<file path="src/design/sfh_pkg.sv">
// Shared types and constants for the symbol frequency histogram.
package sfh_pkg;

    localparam int BINS_DEF       = 256;
    localparam int COUNT_BITS_DEF = 32;
    localparam int SYM_W          = 16;
    localparam int OUT_COUNT_W    = 32;
    localparam int IN_TDATA_W     = 16;
    localparam int OUT_TDATA_W    = 56;
    localparam int QUEUE_DEPTH    = 2;
    localparam int QPTR_W         = $clog2(QUEUE_DEPTH);
    localparam int QCNT_W         = $clog2(QUEUE_DEPTH + 1);

    localparam logic [1:0] CMD_DATA  = 2'd0;
    localparam logic [1:0] CMD_CLEAR = 2'd1;
    localparam logic [1:0] CMD_READ  = 2'd2;

    localparam logic [1:0] ST_OK      = 2'd0;
    localparam logic [1:0] ST_RANGE   = 2'd1;
    localparam logic [1:0] ST_PARTIAL = 2'd2;
    localparam logic [1:0] ST_SAT     = 2'd3;

    typedef enum logic [1:0] {
        OP_REPORT,
        OP_COUNT,
        OP_READ,
        OP_CLEAR
    } t_op_kind;

    typedef struct packed {
        t_op_kind             kind;
        logic [SYM_W-1:0]     key;
        logic [1:0]           status;
    } t_op;

endpackage

</file>
<file path="src/design/sfh_front.sv">
// Front end: takes input beats, assembles symbols and classifies them into ops.
module sfh_front #(
    parameter int BINS = sfh_pkg::BINS_DEF
) (
    input  logic                i_clk,
    input  logic                i_rst_n,
    input  logic                i_cfg_we,
    input  logic [1:0]          i_cfg_wdata,
    input  logic                i_valid,
    input  logic [1:0]          i_cmd,
    input  logic [7:0]          i_data_byte,
    input  logic                i_last_byte,
    input  logic [7:0]          i_bin_index,
    input  logic                i_enable,
    input  logic                i_op_full,
    output logic                o_ready,
    output logic                o_op_push,
    output sfh_pkg::t_op        o_op
);

    localparam logic [sfh_pkg::SYM_W:0] BINS_L = (sfh_pkg::SYM_W + 1)'(BINS);

    logic [1:0]               r_symbol_bytes;
    logic [1:0]               n_symbol_bytes;
    logic [7:0]               r_partial;
    logic [7:0]               n_partial;
    logic                     r_pos;
    logic                     n_pos;
    logic                     accept;
    logic                     wide;
    logic [sfh_pkg::SYM_W-1:0] sym;
    logic [sfh_pkg::SYM_W-1:0] idx;
    sfh_pkg::t_op             op;

    assign o_ready = i_enable && !i_op_full;
    assign accept  = i_valid && o_ready;
    assign wide    = r_symbol_bytes[1];
    assign sym     = r_pos ? {i_data_byte, r_partial} : {8'h00, i_data_byte};
    assign idx     = {8'h00, i_bin_index};

    always_comb begin
        n_symbol_bytes = i_cfg_we ? i_cfg_wdata : r_symbol_bytes;
        n_partial      = r_partial;
        n_pos          = r_pos;
        op.kind        = sfh_pkg::OP_REPORT;
        op.key         = '0;
        op.status      = sfh_pkg::ST_OK;
        unique case (i_cmd)
            sfh_pkg::CMD_DATA: begin
                if (r_pos || !wide) begin
                    if ({1'b0, sym} < BINS_L) begin
                        op.kind = sfh_pkg::OP_COUNT;
                        op.key  = sym;
                    end else begin
                        op.status = sfh_pkg::ST_RANGE;
                    end
                    if (accept) begin
                        n_pos     = 1'b0;
                        n_partial = '0;
                    end
                end else if (i_last_byte) begin
                    op.status = sfh_pkg::ST_PARTIAL;
                    if (accept) begin
                        n_pos     = 1'b0;
                        n_partial = '0;
                    end
                end else if (accept) begin
                    n_pos     = 1'b1;
                    n_partial = i_data_byte;
                end
            end
            sfh_pkg::CMD_CLEAR: begin
                op.kind = sfh_pkg::OP_CLEAR;
            end
            sfh_pkg::CMD_READ: begin
                if ({1'b0, idx} < BINS_L) begin
                    op.kind = sfh_pkg::OP_READ;
                    op.key  = idx;
                end else begin
                    op.status = sfh_pkg::ST_RANGE;
                end
            end
            default: begin
                op.kind = sfh_pkg::OP_REPORT;
            end
        endcase
    end

    always_ff @(posedge i_clk) begin
        if (!i_rst_n) begin
            r_symbol_bytes <= 2'd1;
            r_partial      <= '0;
            r_pos          <= 1'b0;
        end else begin
            r_symbol_bytes <= n_symbol_bytes;
            r_partial      <= n_partial;
            r_pos          <= n_pos;
        end
    end

    assign o_op_push = accept;
    assign o_op      = op;

endmodule

</file>
<file path="config.mk">
export PLATFORM = sky130hd
export DESIGN_NAME = sfh_front
export DESIGN_NICKNAME = d
export VERILOG_FILES = /design/src/design/sfh_pkg.sv /design/src/design/sfh_front.sv
export SDC_FILE = /design/constraint.sdc
export NUM_CORES = 1
export LEC_CHECK = 0
export BUFFER_PORTS_ARGS = -buffer_cell sky130_fd_sc_hd__buf_2
export CORE_UTILIZATION = 40
export CTS_BUF_LIST = sky130_fd_sc_hd__clkbuf_2 sky130_fd_sc_hd__clkbuf_4 sky130_fd_sc_hd__clkbuf_8
export CTS_CLUSTER_SIZE = 40
export DETAILED_ROUTE_END_ITERATION = 8
export PLACE_DENSITY_LB_ADDON = 0.25
export REMOVE_ABC_BUFFERS = 1
export SLEW_MARGIN = 15
export SYNTH_ARGS = -nofsm -noshare
export SYNTH_HDL_FRONTEND = slang
export SYNTH_SLANG_ARGS = --single-unit
</file>
<file path="constraint.sdc">
create_clock -name i_clk -period 4.65 [get_ports i_clk]
set_input_delay 0.6975 -clock i_clk [delete_from_list [all_inputs] [get_ports i_clk]]
set_output_delay 0.6975 -clock i_clk [all_outputs]
set_load 0.005 [all_outputs]
</file>
==> metrics.txt, run 1 <==
Pint=0.000140 W; Initial Util=0.424; CP startpoint=i_cmd[0]; H-tree level count=1; most frequent cells in the layout=39 x buf_2, 11 x nand2_1, 10 x dfxtp_1, 9 x a21boi_0; Max VDD drop=99.3 µV; hold depth=2; crit-path max FO=8; Gate power share=0.237; GPL Wtd Cong=0.708; Layout Nets=157; Worst Setup EP=o_op[5]; Startpoint Class=input pin; Skew-Pair Late Insertion Delay=0.26 ns; first-pass GRT wire length=2.63 mm; DR iter-0 viols=12; status=finished clean; Fillers=183; TritonCTS clock tree=done; total power density per cell area=201 mW/mm²; Slew HR=0.299; largest net degree at the start of global routing=11; top sig layer=met4; # hold bufs at CTS=0; most used cell along the critical path=buf_2; Fmax=0.320 GHz; vias per inst=4.99; core area=0.00173 mm²; post-synthesis instance area=732 µm²; Die H=44.8 µm; max-cap violations=0; Area Overhead vs Synth=28.4%; leak pwr=0.507 nW; Max stage delay on crit path=0.87 ns; WS Path Type=in2out; Clock Pin Slew Worst Setup and Hold Paths=0.06 ns; cells on worst reg2reg path=3; router iterations before antenna repair=4; vias in the first global route=622; clk_skew=0.00258 ns; register area share after synthesis=0.274; DR WL met3=107 µm; R2R setup slack=3.35 ns; DP HPWL=1.31 mm; WHS=0.466 ns; power share of the clock group=0.303; worst path required time=3.95 ns; Post-Route WL=1.75 mm; Die Span X=44.8 µm; Final Cycle Share=0.673; # IOs=49; Critical Path End Type=primary output; Clock Path Buffers=2; DIE AREA=0.00200 mm²; Yosys cell types=25; most common cell after layout, fill and taps aside=buf_2; Slew Viols, Final=0; # clock sinks=10; Slew @ Worst Pin=1.05 ns; CP arrival=2.43 ns; Synth Instances=87; worst-path cell chain=buf_2 > inv_1 > ha_1 > nor3b_1 > a22o_2 > a21o_1 > buf_2; Rows=15; Net Sw Frac=0.259; Flop pwr share=0.460; worst reg2reg path endpoint=r_partial[6]$_SDFFE_PN0P_; vias=754; Synth Area per Inst=8.41 µm²; DR DRC count=0; Resized cells post-CTS=0; Net Sw Power=0.0000488 W; initial antenna violation count=0; flops & latches, synth=10; postcts setup bufs=0; post-DR wirelength/cell=11.6 µm; slowest library cell on the worst path=nor3b_1; Num CTS Buffers=3; synth warn=0; Hold Crit Class=reg2reg; setup TNS=0 ns; Root Driver=clkbuf_4; ANT cells=0; min cycle time layout=3.13 ns; grt total ovfl=0; met2 wire length=782 µm; Final Hold Vio Count=0; All-Layer GR Usage=0.177; setup violators final=0; port bufs=39; RR Startpoint=r_pos$_SDFFE_PN0P_; RSZ-0062 raised after global routing=false; metal1 wirelength=847 µm; remaining antenna violation count after routing=0; ratio of cells with drive above 1 in the final layout=0.373
per-stage QoR:
stage	setup WS (ns)	instance area (µm²)	instances	total power, W	util
final	1.52	940	151	0.000189	0.544
after global routing	1.40	940	151	0.000198	0.544
after CTS	1.52	940	151	0.000192	0.544
after detailed placement	1.53	917	148	0.000133	0.531
after global placement	1.55	917	148	0.000133	0.531
after floorplan	2.12	691	84	0.000110	-
Yosys cell counts:
| library cell | number | share of area |
|---|---|---|
| nand2_1 | 11 | 0.056 |
| dfxtp_1 | 10 | 0.27 |
| a21boi_0 | 9 | 0.092 |
| a21o_1 | 8 | 0.082 |
| a22o_1 | 8 | 0.096 |
| buf_4 | 8 | 0.082 |
| nand3_1 | 8 | 0.055 |
| nor2b_1 | 3 | 0.026 |
| ha_1 | 2 | 0.034 |
| inv_1 | 2 | 0.010 |
| nor2_1 | 2 | 0.010 |
| nor3b_1 | 2 | 0.021 |
| or4_4 | 2 | 0.031 |
| a22o_2 | 1 | 0.014 |
| and2_1 | 1 | 0.0086 |
| and3_1 | 1 | 0.0086 |
| and4b_1 | 1 | 0.014 |
| buf_1 | 1 | 0.0051 |
| clkbuf_1 | 1 | 0.0051 |
| conb_1 | 1 | 0.0051 |
| mux2i_1 | 1 | 0.014 |
| nand4b_1 | 1 | 0.012 |
| nor3_4 | 1 | 0.022 |
| nor3b_2 | 1 | 0.017 |
| o21ai_0 | 1 | 0.0068 |
routing by layer:
metal	vias up	global-route usage
met5	-	0
met4	0	0.0788
met3	2	0.0240
met2	38	0.288
met1	337	0.235
li1	377	-
logic make-up after synthesis:
| group | count (synthesis) | synth area share |
|---|---|---|
| AND/OR/NAND/NOR | 34 | 0.280 |
| AO/OA/AOI/OAI | 27 | 0.291 |
| buffers and inverters | 12 | 0.103 |
| adder cells (fa/ha/maj) | 2 | 0.0342 |
| flip-flops | 10 | 0.274 |
| multiplexers | 1 | 0.0137 |
| other | 1 | 0.00512 |
layout make-up:
type	count	area (µm²)	share of cell area
well taps	25	31.3	0.0333
inverters	2	7.51	0.00799
clock buffers	3	22.5	0.0240
flip-flops and latches	10	200	0.213
repair buffers	39	195	0.208
multi-input cells	72	483	0.514
critical path: cells and delay by family:
family | cells | cell delay [ns]
AND/OR/NAND/NOR | 1 | 0.87
AO/OA/AOI/OAI | 2 | 0.35
buffers and inverters | 3 | 0.28
adder cells (fa/ha/maj) | 1 | 0.23
how the worst min path moves through the flow:
stage	start	to	slack [ns]
after floorplan	r_partial[0]$_SDFFE_PN0P_	r_partial[0]$_SDFFE_PN0P_	0.44
after global placement	r_partial[3]$_SDFFE_PN0P_	r_partial[3]$_SDFFE_PN0P_	0.45
after detailed placement	r_partial[4]$_SDFFE_PN0P_	r_partial[4]$_SDFFE_PN0P_	0.46
after CTS	r_partial[4]$_SDFFE_PN0P_	r_partial[4]$_SDFFE_PN0P_	0.47
after global routing	r_partial[3]$_SDFFE_PN0P_	r_partial[3]$_SDFFE_PN0P_	0.49
final	r_partial[1]$_SDFFE_PN0P_	r_partial[1]$_SDFFE_PN0P_	0.47
power groups by stage:
| stage | clock (W) | sequential, W | combinational, W |
|---|---|---|---|
| 6_report | 0.0000572 | 0.0000867 | 0.0000448 |
| 5_1_grt | 0.0000613 | 0.0000867 | 0.0000499 |
| 4_1_cts | 0.0000602 | 0.0000867 | 0.0000449 |
| 3_5_place_dp | 0 | 0.0000887 | 0.0000446 |
| 3_3_place_gp | 0 | 0.0000887 | 0.0000440 |
| 2_1_floorplan | 0 | 0.0000886 | 0.0000215 |
flip-flops by register name, indices dropped and copies added, names as in the netlist:
| signal | count |
|---|---|
| r_symbol_bytes | 1 |
| r_pos | 1 |
| r_partial | 8 |
Note: power is estimated with default switching activity, not from simulation.
==> inputs of run 2 (changes only) <==
- clock period: 4.65 -> 3.1 ns (I/O delays scaled with it)
==> metrics.txt, run 2 (synthesis results as in run 1) <==
Clock Pin Slew Worst Setup and Hold Paths=0.06 ns; largest net degree at the start of global routing=11; Final Power=0.000283 W; Clock Path Buffers=2; Skew-Pair Late Insertion Delay=0.26 ns; RSZ-0062 raised after global routing=false; crit-path max FO=8; Rows=15; Area Overhead vs Synth=28.4%; initial antenna violation count=0; vias=745; Max stage delay on crit path=0.90 ns; GPL Wtd Cong=0.713; vias per inst=4.93; max reg flops=8; total power density per cell area=302 mW/mm²; Die H=44.8 µm; leak pwr=0.507 nW; RR Startpoint=r_pos$_SDFFE_PN0P_; Final Hold Vio Count=0; register area=200 µm²; PnR worst setup slack=0.397 ns; Fillers=180; ratio of cells with drive above 1 in the final layout=0.373; most common cell after layout, fill and taps aside=buf_2; Critical Path End Type=primary output; Num CTS Buffers=3; # IOs=49; H-tree level count=1; Fmax=0.370 GHz; pre-CTS WS=0.431 ns; postcts setup bufs=0; core area=0.00173 mm²; slowest library cell on the worst path=nor3b_1; Initial Util=0.424; most frequent cells in the layout=39 x buf_2, 11 x nand2_1, 10 x dfxtp_1, 9 x a21boi_0; placed cell areas=917 µm²; hold_sp=r_partial[1]$_SDFFE_PN0P_; met3 GRT Util=0.0240; setup TNS=0 ns; M1 GR Usage=0.242; R2R setup slack=1.83 ns; DR iter-0 viols=6; Layout Nets=157; worst path required time=2.63 ns; router iterations before antenna repair=4; Slew @ Worst Pin=1.09 ns; grt total ovfl=0; multi-input logic area=483 µm²; status=finished clean; worst reg2reg path endpoint=r_partial[6]$_SDFFE_PN0P_; CP arrival=2.24 ns; Layout Utilization=0.544; Resized cells post-CTS=0; cells on worst reg2reg path=3; Die Span X=44.8 µm; max-cap violations=0; setup violators final=0; DP HPWL=1.32 mm; Max VDD drop=165 µV; hold depth=2; most used cell along the critical path=buf_2; port bufs=39; vias in the first global route=608; final instance area=940 µm²; DIE AREA=0.00200 mm²; busiest grt layer=met2; remaining antenna violation count after routing=0; WS Path Type=in2out; Post-Route WL=1.77 mm; Final Cycle Share=0.872; biggest regs=r_partial x8, r_pos x1, r_symbol_bytes x1; TritonCTS clock tree=done; met2 usage=0.288; ANT cells=0; Top reg by flops=r_partial; Root Driver=clkbuf_4; first-pass GRT wire length=2.60 mm; DR DRC count=0; post-DR wirelength/cell=11.7 µm; Slew HR=0.273; Hold Crit Class=reg2reg; worst-path cell chain=buf_2 > inv_1 > ha_1 > nor3b_1 > a22o_2 > a21o_1 > buf_2; All-Layer GR Usage=0.179; Startpoint Class=input pin; Slew Viols, Final=0; # clock sinks=10; min cycle time layout=2.70 ns; clk_skew=0.00352 ns; Hold Path Sink=r_partial[1]$_SDFFE_PN0P_; # hold bufs at CTS=0
[run 2: cell counts in the layout (fill, tap and decap cells not counted)]
Identical to the previous run, type by type.
[run 2: how the worst max path moves through the flow]
stage,start,end,slack [ns]
detailed placement,i_cmd[0],o_op[5],0.43
global route,i_cmd[0],o_op[5],0.32
floorplan,i_cmd[0],o_op[5],1.03
CTS,i_cmd[0],o_op[5],0.43
finish,i_cmd[0],o_op[5],0.40
global placement,i_cmd[0],o_op[5],0.47
[run 2: stage by stage]
stage / hold slack (ns) / instances
2_1_floorplan: 0.442 / 84
3_3_place_gp: 0.450 / 148
3_5_place_dp: 0.459 / 148
4_1_cts: 0.461 / 151
5_1_grt: 0.487 / 151
6_report: 0.463 / 151
[run 2: where the power goes]
group / leakage (nW) / total, W / switching [W] / internal (W)
clock: 0.0138 / 0.0000858 / 0.0000411 / 0.0000447
sequential: 0.0807 / 0.000130 / 0.000000725 / 0.000129
combinational: 0.412 / 0.0000675 / 0.0000317 / 0.0000358
[run 2: area by class of cell]
class,count,area share
Sequential cell,10,0.213
Timing Repair Buffer,39,0.208
Clock buffer,3,0.0240
Inverter,2,0.00799
Multi-Input combinational cell,72,0.514
Tap cell,25,0.0333
[run 2: routing by layer]
metal / part of all wire / routed length, µm / vias to the layer above
met5: 0 / 0 / -
met4: 0.0085 / 15 / 0
met3: 0.059 / 105 / 4
met2: 0.47 / 832 / 36
met1: 0.46 / 814 / 324
li1: - / - / 381
[run 2: worst max-delay path, delay by kind of cell]
| kind | cells | cell delay (ns) |
|---|---|---|
| simple gates | 1 | 0.90 |
| compound gates | 2 | 0.35 |
| buf+inv | 3 | 0.28 |
| fa+ha+maj | 1 | 0.24 |
