## config.mk

```make
export PLATFORM = sky130hd
export DESIGN_NAME = sfh_queue
export DESIGN_NICKNAME = d
export VERILOG_FILES = /design/src/design/sfh_pkg.sv /design/src/design/sfh_queue.sv
export SDC_FILE = /design/constraint.sdc
export NUM_CORES = 1
export LEC_CHECK = 0
export BUFFER_PORTS_ARGS = -buffer_cell sky130_fd_sc_hd__buf_2
export CORE_MARGIN = 3
export CORE_UTILIZATION = 53
export DETAILED_ROUTE_END_ITERATION = 6
export PLACE_DENSITY = 0.81
export SETUP_SLACK_MARGIN = 0.5
export SLEW_MARGIN = 10
export SYNTH_ARGS = -nofsm -noshare
export SYNTH_HDL_FRONTEND = slang
export SYNTH_SLANG_ARGS = --single-unit
```

## constraint.sdc

```tcl
create_clock -name i_clk -period 5.3 [get_ports i_clk]
set_input_delay 0.795 -clock i_clk [delete_from_list [all_inputs] [get_ports i_clk]]
set_output_delay 0.795 -clock i_clk [all_outputs]
set_load 0.05 [all_outputs]
```

## src/design/sfh_pkg.sv

```systemverilog
// Shared types and constants for the symbol frequency histogram.
package sfh_pkg;

    localparam int BINS_DEF       = 256;
    localparam int COUNT_BITS_DEF = 32;
    localparam int SYM_W          = 16;
    localparam int OUT_COUNT_W    = 32;
    localparam int IN_TDATA_W     = 16;
    localparam int OUT_TDATA_W    = 56;
    localparam int QUEUE_DEPTH    = 2;
    localparam int QPTR_W         = $clog2(QUEUE_DEPTH);
    localparam int QCNT_W         = $clog2(QUEUE_DEPTH + 1);

    localparam logic [1:0] CMD_DATA  = 2'd0;
    localparam logic [1:0] CMD_CLEAR = 2'd1;
    localparam logic [1:0] CMD_READ  = 2'd2;

    localparam logic [1:0] ST_OK      = 2'd0;
    localparam logic [1:0] ST_RANGE   = 2'd1;
    localparam logic [1:0] ST_PARTIAL = 2'd2;
    localparam logic [1:0] ST_SAT     = 2'd3;

    typedef enum logic [1:0] {
        OP_REPORT,
        OP_COUNT,
        OP_READ,
        OP_CLEAR
    } t_op_kind;

    typedef struct packed {
        t_op_kind             kind;
        logic [SYM_W-1:0]     key;
        logic [1:0]           status;
    } t_op;

endpackage

```

## src/design/sfh_queue.sv

```systemverilog
// Short op queue between the front end and the bin update engine.
module sfh_queue (
    input  logic         i_clk,
    input  logic         i_rst_n,
    input  logic         i_push,
    input  sfh_pkg::t_op i_din,
    input  logic         i_pop,
    output sfh_pkg::t_op o_dout,
    output logic         o_full,
    output logic         o_empty
);

    sfh_pkg::t_op                r_slot [sfh_pkg::QUEUE_DEPTH];
    logic [sfh_pkg::QPTR_W-1:0]  r_wptr;
    logic [sfh_pkg::QPTR_W-1:0]  r_rptr;
    logic [sfh_pkg::QCNT_W-1:0]  r_cnt;
    logic                        do_push;
    logic                        do_pop;

    assign o_full  = (r_cnt == sfh_pkg::QCNT_W'(sfh_pkg::QUEUE_DEPTH));
    assign o_empty = (r_cnt == '0);
    assign do_push = i_push && !o_full;
    assign do_pop  = i_pop && !o_empty;
    assign o_dout  = r_slot[r_rptr];

    always_ff @(posedge i_clk) begin
        if (do_push) begin
            r_slot[r_wptr] <= i_din;
        end
    end

    always_ff @(posedge i_clk) begin
        if (!i_rst_n) begin
            r_wptr <= '0;
            r_rptr <= '0;
            r_cnt  <= '0;
        end else begin
            if (do_push) begin
                r_wptr <= r_wptr + 1'b1;
            end
            if (do_pop) begin
                r_rptr <= r_rptr + 1'b1;
            end
            if (do_push && !do_pop) begin
                r_cnt <= r_cnt + 1'b1;
            end else if (do_pop && !do_push) begin
                r_cnt <= r_cnt - 1'b1;
            end
        end
    end

endmodule

```

==> flow_summary.toml, run 1 <==
[power]
p_switching_w = 0.000430
ir_drop_uv = 367
swShare = 0.409
combinationalPowerShare = 0.398
intPower_w = 0.000623
power_density_nw_per_um2 = 528
pwr-share-seq = 0.464
pwr-share-clk = 0.138
p_leak_nw = 0.758

[hold_path]
hold_depth = 2
whs_endpoint = "r_cnt[1]"
hold_path.class = "reg -> reg"
hold_start = "r_cnt[1]"

[synthesis]
yosys_warnings = 0
syn_inst = 87
async_flop_share = 0
synthDistinctLibCells = 20
syn_nets = 112
syn_area_per_cell_um2 = 19.2
synth_edf_count = 40
ys.flop_type = "edfxtp_1"
yosysSeqAreaShare = 0.779
yosys_register_bits = 45
syn_area_um2 = 1670

[route]
drt_iter0_markers = 19
vias = 889
wl_um = 2610
vias_per_cell = 4.94
ant_nets = 0
drc = 0
wire_per_inst_um = 14.5
firstDrtPassIters = 4

[worst_setup_path]
worst_setup_path_start_kind = "flip-flop"
critPathRequiredTime_ns = 4.51
r2r-end = "r_slot[0][8]"
slowest_delay_ns = 0.91
cp_cell_sequence = "mux2_2 > buf_2"
r2r_start = "r_cnt[0]"
crit_type = "reg -> out"
critPathMaxFanout = 20
crit_arrival_ns = 1.88
timing.critical_path.slowest_stage_cell = "dfxtp_1"
reg2reg_depth = 3
endpoint_kind = "output pin"
r2r_setup_slack_ns = 3.51

[final_layout]
area_growth_pct = 19.4
final_common_cell = "buf_2"
drive_above_1_share = 0.529
fin_nets = 162
final_cell_mix = "buf_2 (45), edfxtp_1 (40), mux2_2 (20), dfxtp_1 (5), clkbuf_4 (5)"
regArea_um2 = 1300
diodes = 0
utilization = 0.693
multi_input_area_um2 = 358
fillers = 194

[sta]
maxSlewHeadroom = 0.357
skew_ns = 0.00527
fin_crit_ns = 2.68
setup_tns_ns = 0
grt_setup_unrepaired = "no"
min_period_over_period = 0.505
fmax_mhz = 374
finalSetupViolCount = 0
tightest_slew_ns = 0.961
hold_viol = 0
final_max_slew_viol_count = 0

[global_route]
antenna_found_initial = 0
grt_start_max_net_pins = 22
grt_pass1_vias = 975
grt_pass1_wl_um = 4270
overflow = 0
grt_util_all_layers = 0.150

[clock_network]
post-cts-setup-buffers = 0
cts.htree.levels = 2
insertion_delay_ns = 0.34
cts.clk_slew.worst_paths_ns = 0.11
cts-buffers-inserted = 5
cts.hold.buffers_added = 0
root_buffer = "clkbuf_4"
clk_path_buf_depth = 2
cts_resized = 0
cts_tree = "done"
clock_sinks = 45

[job]
maxCapViolCount = 0

[die]
coreArea_um2 = 2880
dieArea_um2 = 3860
start_util = 0.581
die_height_um = 62.1
rows = 19
die_x_um = 62.1
pin_count = 46

[status]
outcome = "finished clean"

[place]
place_congestion = 0.676
io_buffer_count = 45
dpl.hpwl_um = 1820
flip-flops by register name (all words and copies together) (netlist names), named ones only:
signal	count
r_cnt	2
r_rptr	1
r_slot	40
r_wptr	1
power by group through the flow:
stage	Combinational [W]	Clock, W	Sequential, W
2_1_floorplan	0.000357	0	0.000470
3_3_place_gp	0.000413	0	0.000492
3_5_place_dp	0.000422	0	0.000498
4_1_cts	0.000423	0.000150	0.000489
5_1_grt	0.000442	0.000166	0.000497
6_report	0.000419	0.000145	0.000488
routing by layer:
| metal | vias to the layer above | wire length (um) | part of all wire | track usage |
|---|---|---|---|---|
| met5 | - | 0 | 0 | 0 |
| met4 | 0 | 38 | 0.015 | 0.0912 |
| met3 | 4 | 169 | 0.065 | 0.0523 |
| met2 | 27 | 1420 | 0.54 | 0.266 |
| met1 | 427 | 986 | 0.38 | 0.150 |
| li1 | 431 | - | - | - |
critical path, delay by kind of cell (launching register included):
kind	cells	cell delay, ns
DFF	1	0.91
muxes	1	0.42
buffers and inverters	1	0.21
synthesized netlist by cell type, types with 2 or more instances:
cell / number / area, um^2
mux2_2: 20 / 225
dfxtp_1: 5 / 100
xnor2_1: 2 / 17.5
buf_2: 2 / 10.0
and2_1: 3 / 18.8
edfxtp_1: 40 / 1200
nor2_1: 2 / 7.51
worst max-delay path by stage:
| stage | startpoint | to | cells past startpoint |
|---|---|---|---|
| detailed placement | flip-flop | o_dout[4] | 2 |
| finish | flip-flop | o_dout[4] | 2 |
| floorplan | i_push | r_slot[0][0] | 2 |
| global route | flip-flop | o_dout[7] | 2 |
| CTS | flip-flop | o_dout[4] | 2 |
| global placement | flip-flop | o_dout[14] | 2 |
area by class of cell:
cell class	count	area share
clock buffer	5	0.0188
sequential	45	0.652
timing repair buffer	45	0.113
multi-input combinational	38	0.179
clock inverter	3	0.00627
inverter	2	0.00376
tap	42	0.0263
stage by stage:
step	power [W]	instance area (um^2)	worst slack (ns)	std cells	hold slack [ns]
after floorplan	0.000827	1670	3.19	87	0.483
after global placement	0.000906	1940	3.00	172	0.499
after detailed placement	0.000920	1940	2.96	172	0.544
after CTS	0.00106	1990	2.59	180	0.560
after global routing	0.00111	1990	2.47	180	0.582
final	0.00105	1990	2.62	180	0.560
cells by family after synthesis:
kind of cell    share of synthesized area
fa+ha+maj                         0.00749
simple gates                       0.0330
buf+inv                            0.0105
xor+xnor                           0.0157
mux                                 0.135
compound gates                     0.0195
flops                               0.779
Note: power is estimated with default switching activity, not from simulation.
==> run 2, diff against run 1 <==
--- a/config.mk
+++ b/config.mk
@@ -5,11 +5,12 @@
 export SDC_FILE = /design/constraint.sdc
 export NUM_CORES = 1
 export LEC_CHECK = 0
+export ABC_AREA = 1
 export BUFFER_PORTS_ARGS = -buffer_cell sky130_fd_sc_hd__buf_2
 export CORE_MARGIN = 3
-export CORE_UTILIZATION = 53
+export CORE_UTILIZATION = 46
 export DETAILED_ROUTE_END_ITERATION = 6
-export PLACE_DENSITY = 0.81
+export PLACE_DENSITY = 0.74
 export SETUP_SLACK_MARGIN = 0.5
 export SLEW_MARGIN = 10
 export SYNTH_ARGS = -nofsm -noshare
==> constraint.sdc (replaced) <==
create_clock -name i_clk -period 2.3 [get_ports i_clk]
set_input_delay 0.345 -clock i_clk [delete_from_list [all_inputs] [get_ports i_clk]]
set_output_delay 0.345 -clock i_clk [all_outputs]
set_load 0.05 [all_outputs]
==> flow_summary.toml, run 2 <==
[hold_path]
hold_path.class = "in -> reg"

[worst_setup_path]
crit_arrival_ns = 1.36
r2r_start = "r_cnt[0]"
timing.critical_path.slowest_stage_cell = "dfxtp_4"
critPathRequiredTime_ns = 1.96
crit_family = "flip-flops"
r2r-end = "r_slot[1][8]"
cp_cell_sequence = "buf_8 > mux2_2 > buf_2"
r2r_setup_slack_ns = 0.73
slowest_delay_ns = 0.38
worst-path-stages = 3
endpoint_kind = "output pin"
path_buf_inv = 2
critPathMaxFanout = 12
worst_setup_path_start_kind = "flip-flop"
crit_end = "o_dout[17]"
reg2reg_depth = 3
crit_type = "reg -> out"

[clock_network]
root_buffer = "clkbuf_8"
cts.htree.levels = 2
cts-buffers-inserted = 5
clock_sinks = 45
cts.hold.buffers_added = 0
cts.clk_slew.worst_paths_ns = 0.08
insertion_delay_ns = 0.28
clk_path_buf_depth = 2
cts_tree = "done"

[route]
vias_per_cell = 4.73
drt_iter0_markers = 50
wire_per_inst_um = 13.3
firstDrtPassIters = 3
wl_um = 2700
drc = 0
vias = 960
ant_nets = 0

[final_layout]
final_common_cell = "buf_2"
diodes = 0
drive_above_1_share = 0.535
fillers = 275
reg_top3 = "r_slot x40, r_cnt x2"
final_cell_mix = "buf_2 (45), edfxtp_1 (40), mux2_2 (20), inv_1 (8), nor2_1 (8)"
top_register = "r_slot"
fin_nets = 181
largest_reg_flops = 40
area_growth_pct = 25.9
post-route-cell-area_um2 = 2130

[sta]
fin_crit_ns = 1.71
skew_ns = 0.00479
tightest_slew_ns = 0.484
hold_viol = 0
min_period_over_period = 0.743
grt_setup_unrepaired = "no"
fmax_mhz = 585
finalSetupViolCount = 0
setup_tns_ns = 0
maxSlewHeadroom = 0.677
final_max_slew_viol_count = 0

[job]
maxCapViolCount = 0

[global_route]
grt_pass1_vias = 1015
overflow = 0
grt_start_max_net_pins = 15
grt_util_all_layers = 0.134
grt_pass1_wl_um = 4310
antenna_found_initial = 0

[synthesis]
syn_nets = 125
yosys_register_bits = 45
syn_inst = 100
synthDistinctLibCells = 15
yosysMostFrequentCell = "edfxtp_1"
syn_area_per_cell_um2 = 16.9
synth.top_cell.area_share = 0.711
synth.top_cells.by_area = "edfxtp_1 (71%), mux2_2 (13%), dfxtp_1 (5.9%)"
synth_commonest_cells = "edfxtp_1 (40), mux2_2 (20), nor2_1 (10)"
synth_top_area_cell = "edfxtp_1"
yosys_warnings = 0
syn_area_um2 = 1690
yosysSeqAreaShare = 0.770
ys.flop_type = "edfxtp_1"
async_flop_share = 0
synth_edf_count = 40

[power]
power_density_nw_per_um2 = 1230
p_leak_nw = 0.844
ir_drop_uv = 654

[die]
coreArea_um2 = 3440
rows = 21
start_util = 0.491
die_height_um = 66.6
die_x_um = 66.6
dieArea_um2 = 4430
pin_count = 46

[place]
postPlaceCellArea_um2 = 1980
dpl.hpwl_um = 2010
io_buffer_count = 45
place_congestion = 0.615

[status]
outcome = "finished clean"
-- run 2: changes by cell type in the layout (fill, tap and decap cells not counted), moves of 2 or more --
cell / before / now
clkbuf_4: 5 / 0
and2_1: 3 / 0
buf_4: 0 / 5
inv_1: 1 / 8
xnor2_1: 2 / 0
nor2_2: 0 / 3
nor2_1: 2 / 8
nand2_1: 0 / 6
clkbuf_8: 0 / 5
clkinv_1: 2 / 0
-- run 2: timing repair --
item	CTS	global route
gates resized for setup	4	0
setup endpoints to repair	12	12
buffers inserted	0	3
-- run 2: worst min-delay path by stage --
stage                     startpoint      endpoint  slack (ns)  cells past startpoint
after floorplan             i_din[0]  r_slot[0][0]        0.44                      0
after global placement        r_rptr        r_rptr        0.48                      2
after detailed placement      r_rptr     flip-flop        0.50                      2
after CTS                   i_din[2]  r_slot[1][2]        0.23                      1
after global routing        i_din[2]  r_slot[1][2]        0.23                      1
final                       i_din[2]  r_slot[1][2]        0.24                      1
-- run 2: kinds of logic (layout without fill, tap and decap cells) --
logic type / after synthesis / in the layout / share of synthesized area
adder cells (fa/ha/maj): 1 / 1 / 0.00741
buffers and inverters: 11 / 68 / 0.0289
AND/OR/NAND/NOR: 19 / 19 / 0.0459
flip-flops: 45 / 45 / 0.770
multiplexers: 20 / 20 / 0.133
AO/OA/AOI/OAI: 4 / 4 / 0.0141
-- run 2: report_power, final --
group | switching (W) | leakage (nW) | internal [W]
Combinational | 0.000684 | 0.374 | 0.000284
Clock | 0.000231 | 0.0552 | 0.000322
Sequential | 0.0000515 | 0.415 | 0.00104
-- run 2: area by class of cell --
cell class                 instances  area (um^2)  area share
sequential                        45         1310       0.614
multi-input combinational         44          344       0.162
timing repair buffer              51          278       0.131
clock buffer                       6         72.6      0.0341
tap                               46         57.6      0.0271
clock inverter                     2         35.0      0.0165
inverter                           9         33.8      0.0159
-- run 2: through the flow --
step	power, W	instances	utilization	worst slack, ns	hold slack [ns]
finish	0.00261	203	0.618	0.591	0.243
global route	0.00275	203	0.618	0.531	0.226
floorplan	0.00184	100	-	0.501	0.444
CTS	0.00263	200	0.611	0.506	0.231
detailed placement	0.00205	192	0.577	0.570	0.496
global placement	0.00202	192	0.577	0.586	0.481
-- run 2: layer usage --
layer,track usage,share of wire,vias to the layer above
li1,-,-,474
met1,0.132,0.38,449
met2,0.248,0.53,32
met3,0.0506,0.076,5
met4,0.0533,0.012,0
met5,0,0,-
==> run 3, diff against run 2 <==
--- a/config.mk
+++ b/config.mk
@@ -5,12 +5,12 @@
 export SDC_FILE = /design/constraint.sdc
 export NUM_CORES = 1
 export LEC_CHECK = 0
-export ABC_AREA = 1
+export ABC_AREA = 0
 export BUFFER_PORTS_ARGS = -buffer_cell sky130_fd_sc_hd__buf_2
 export CORE_MARGIN = 3
-export CORE_UTILIZATION = 46
+export CORE_UTILIZATION = 50
 export DETAILED_ROUTE_END_ITERATION = 6
-export PLACE_DENSITY = 0.74
+export PLACE_DENSITY = 0.77
 export SETUP_SLACK_MARGIN = 0.5
 export SLEW_MARGIN = 10
 export SYNTH_ARGS = -nofsm -noshare
==> constraint.sdc (replaced) <==
create_clock -name i_clk -period 1.6 [get_ports i_clk]
set_input_delay 0.24 -clock i_clk [delete_from_list [all_inputs] [get_ports i_clk]]
set_output_delay 0.24 -clock i_clk [all_outputs]
set_load 0.05 [all_outputs]
==> flow_summary.toml, run 3 (synthesis gave the netlist of run 1 again) <==
[clock_network]
insertion_delay_ns = 0.36
cts.htree.levels = 2
cts_tree = "done"
clock_sinks = 45
cts.hold.buffers_added = 0
clk_path_buf_depth = 2
cts.clk_slew.worst_paths_ns = 0.12
cts-buffers-inserted = 5
root_buffer = "clkbuf_4"

[route]
drc = 0
wl_um = 3840
vias_per_cell = 5.11
firstDrtPassIters = 4
drt_iter0_markers = 27
ant_nets = 0
wire_per_inst_um = 18.5
vias = 1063

[die]
start_util = 0.534
rows = 20
pin_count = 46
die_height_um = 63.8
dieArea_um2 = 4070
coreArea_um2 = 3130
die_x_um = 63.8

[sta]
finalSetupViolCount = 20
min_period_over_period = 1.03
final_max_slew_viol_count = 0
fmax_mhz = 609
setup_ws_ns = -0.0416
maxSlewHeadroom = 0.860
fin_crit_ns = 1.64
grt_setup_unrepaired = "yes"
skew_ns = 0.00195
hold_viol = 0
tightest_slew_ns = 0.209
holdWs_ns = 0.0588

[power]
pwr-share-clk = 0.105
ir_drop_uv = 1330
swShare = 0.374
power_density_nw_per_um2 = 1760
p_switching_w = 0.00181
p_leak_nw = 1.10
combinationalPowerShare = 0.561
power_w = 0.00484
intPower_w = 0.00303
pwr-share-seq = 0.334

[final_layout]
final_cell_mix = "edfxtp_1 (40), buf_6 (32), buf_2 (23), mux2_4 (20), buf_16 (6)"
fin_nets = 188
top_register = "r_slot"
final_common_cell = "edfxtp_1"
final_cells = 208
fillers = 137
utilization = 0.878
area_growth_pct = 64.4
reg_top3 = "r_slot x40, r_cnt x2"
diodes = 0
largest_reg_flops = 40
drive_above_1_share = 0.677

[place]
io_buffer_count = 45
place_ws_ns = 0.0587
dpl.hpwl_um = 1840
place_congestion = 0.676
dp.cells = 178

[worst_setup_path]
crit_arrival_ns = 1.40
worst_setup_path_start_kind = "flip-flop"
critPathRequiredTime_ns = 1.36
crit_type = "reg -> out"
endpoint_kind = "output pin"
critPathMaxFanout = 7
r2r_setup_slack_ns = 0.07

[status]
outcome = "complete, but fails checks"
violations = "setup timing"

[global_route]
grt_pass1_wl_um = 5690
grt_start_max_net_pins = 14
grt_pass1_vias = 1116
grt_util_all_layers = 0.196
overflow = 0
antenna_found_initial = 0

[hold_path]
hold_path.class = "in -> reg"

[job]
maxCapViolCount = 0
## run 3: cell count changes in the layout (fill, tap and decap cells not counted), moves of 7 or more
| cell | delta |
|---|---|
| buf_2 | -22 |
| buf_6 | +32 |
| inv_1 | -7 |
| mux2_2 | -20 |
| mux2_4 | +20 |
| nor2_1 | -8 |
## run 3: critical path, stage by stage (launching register included)
cell and delay (ns):
dfxtp_4 0.43, buf_8 0.15, mux2_4 0.31, buf_6 0.15
## run 3: what timing repair did
| item | in CTS | in global routing |
|---|---|---|
| pin swaps | 5 | 3 |
| gates cloned | 6 | 1 |
| buffers inserted | 11 | 4 |
| gates resized for setup | 84 | 7 |
| endpoints found under the hold margin | 0 | 0 |
| endpoints found under the setup margin | 64 | 65 |
## run 3: final cells by class
type                       count  area, um^2  area share
multi-input combinational     38         503       0.183
clock buffer                   5        37.5      0.0137
inverter                       2        12.5     0.00456
timing repair buffer          71         813       0.296
sequential                    45        1310       0.478
clock inverter                 3        12.5     0.00456
tap                           44        55.1      0.0200
## run 3: power groups by stage
stage | registers [W] | clock network [W] | logic, W
2_1_floorplan | 0.00158 | 0 | 0.00139
6_report | 0.00162 | 0.000506 | 0.00272
3_3_place_gp | 0.00158 | 0 | 0.00164
3_5_place_dp | 0.00160 | 0 | 0.00166
5_1_grt | 0.00164 | 0.000572 | 0.00282
4_1_cts | 0.00162 | 0.000515 | 0.00248
## run 3: path summary, 6_finish.rpt
kind                            startpoint           end  cells after the start
worst max-delay path             flip-flop    o_dout[11]                      3
worst min register to register    r_cnt[1]      r_cnt[1]                      2
worst max register to register    r_cnt[0]      r_cnt[1]                      7
worst min-delay path              i_din[8]  r_slot[1][8]                      1
## run 3: routing by layer
layer / global-route usage / routed length [um] / vias to the layer above
met2: 0.342 / 2160 / 38
li1: - / - / 486
met5: 0 / 0 / -
met4: 0.0809 / 85 / 0
met3: 0.0685 / 252 / 10
met1: 0.216 / 1340 / 529
## run 3: through the flow
step | cell area (um^2) | TNS (ns)
floorplan | 1790 | 0
global placement | 2080 | 0
detailed placement | 2080 | 0
CTS | 2660 | -0.653
global route | 2750 | -1.80
finish | 2750 | -0.616
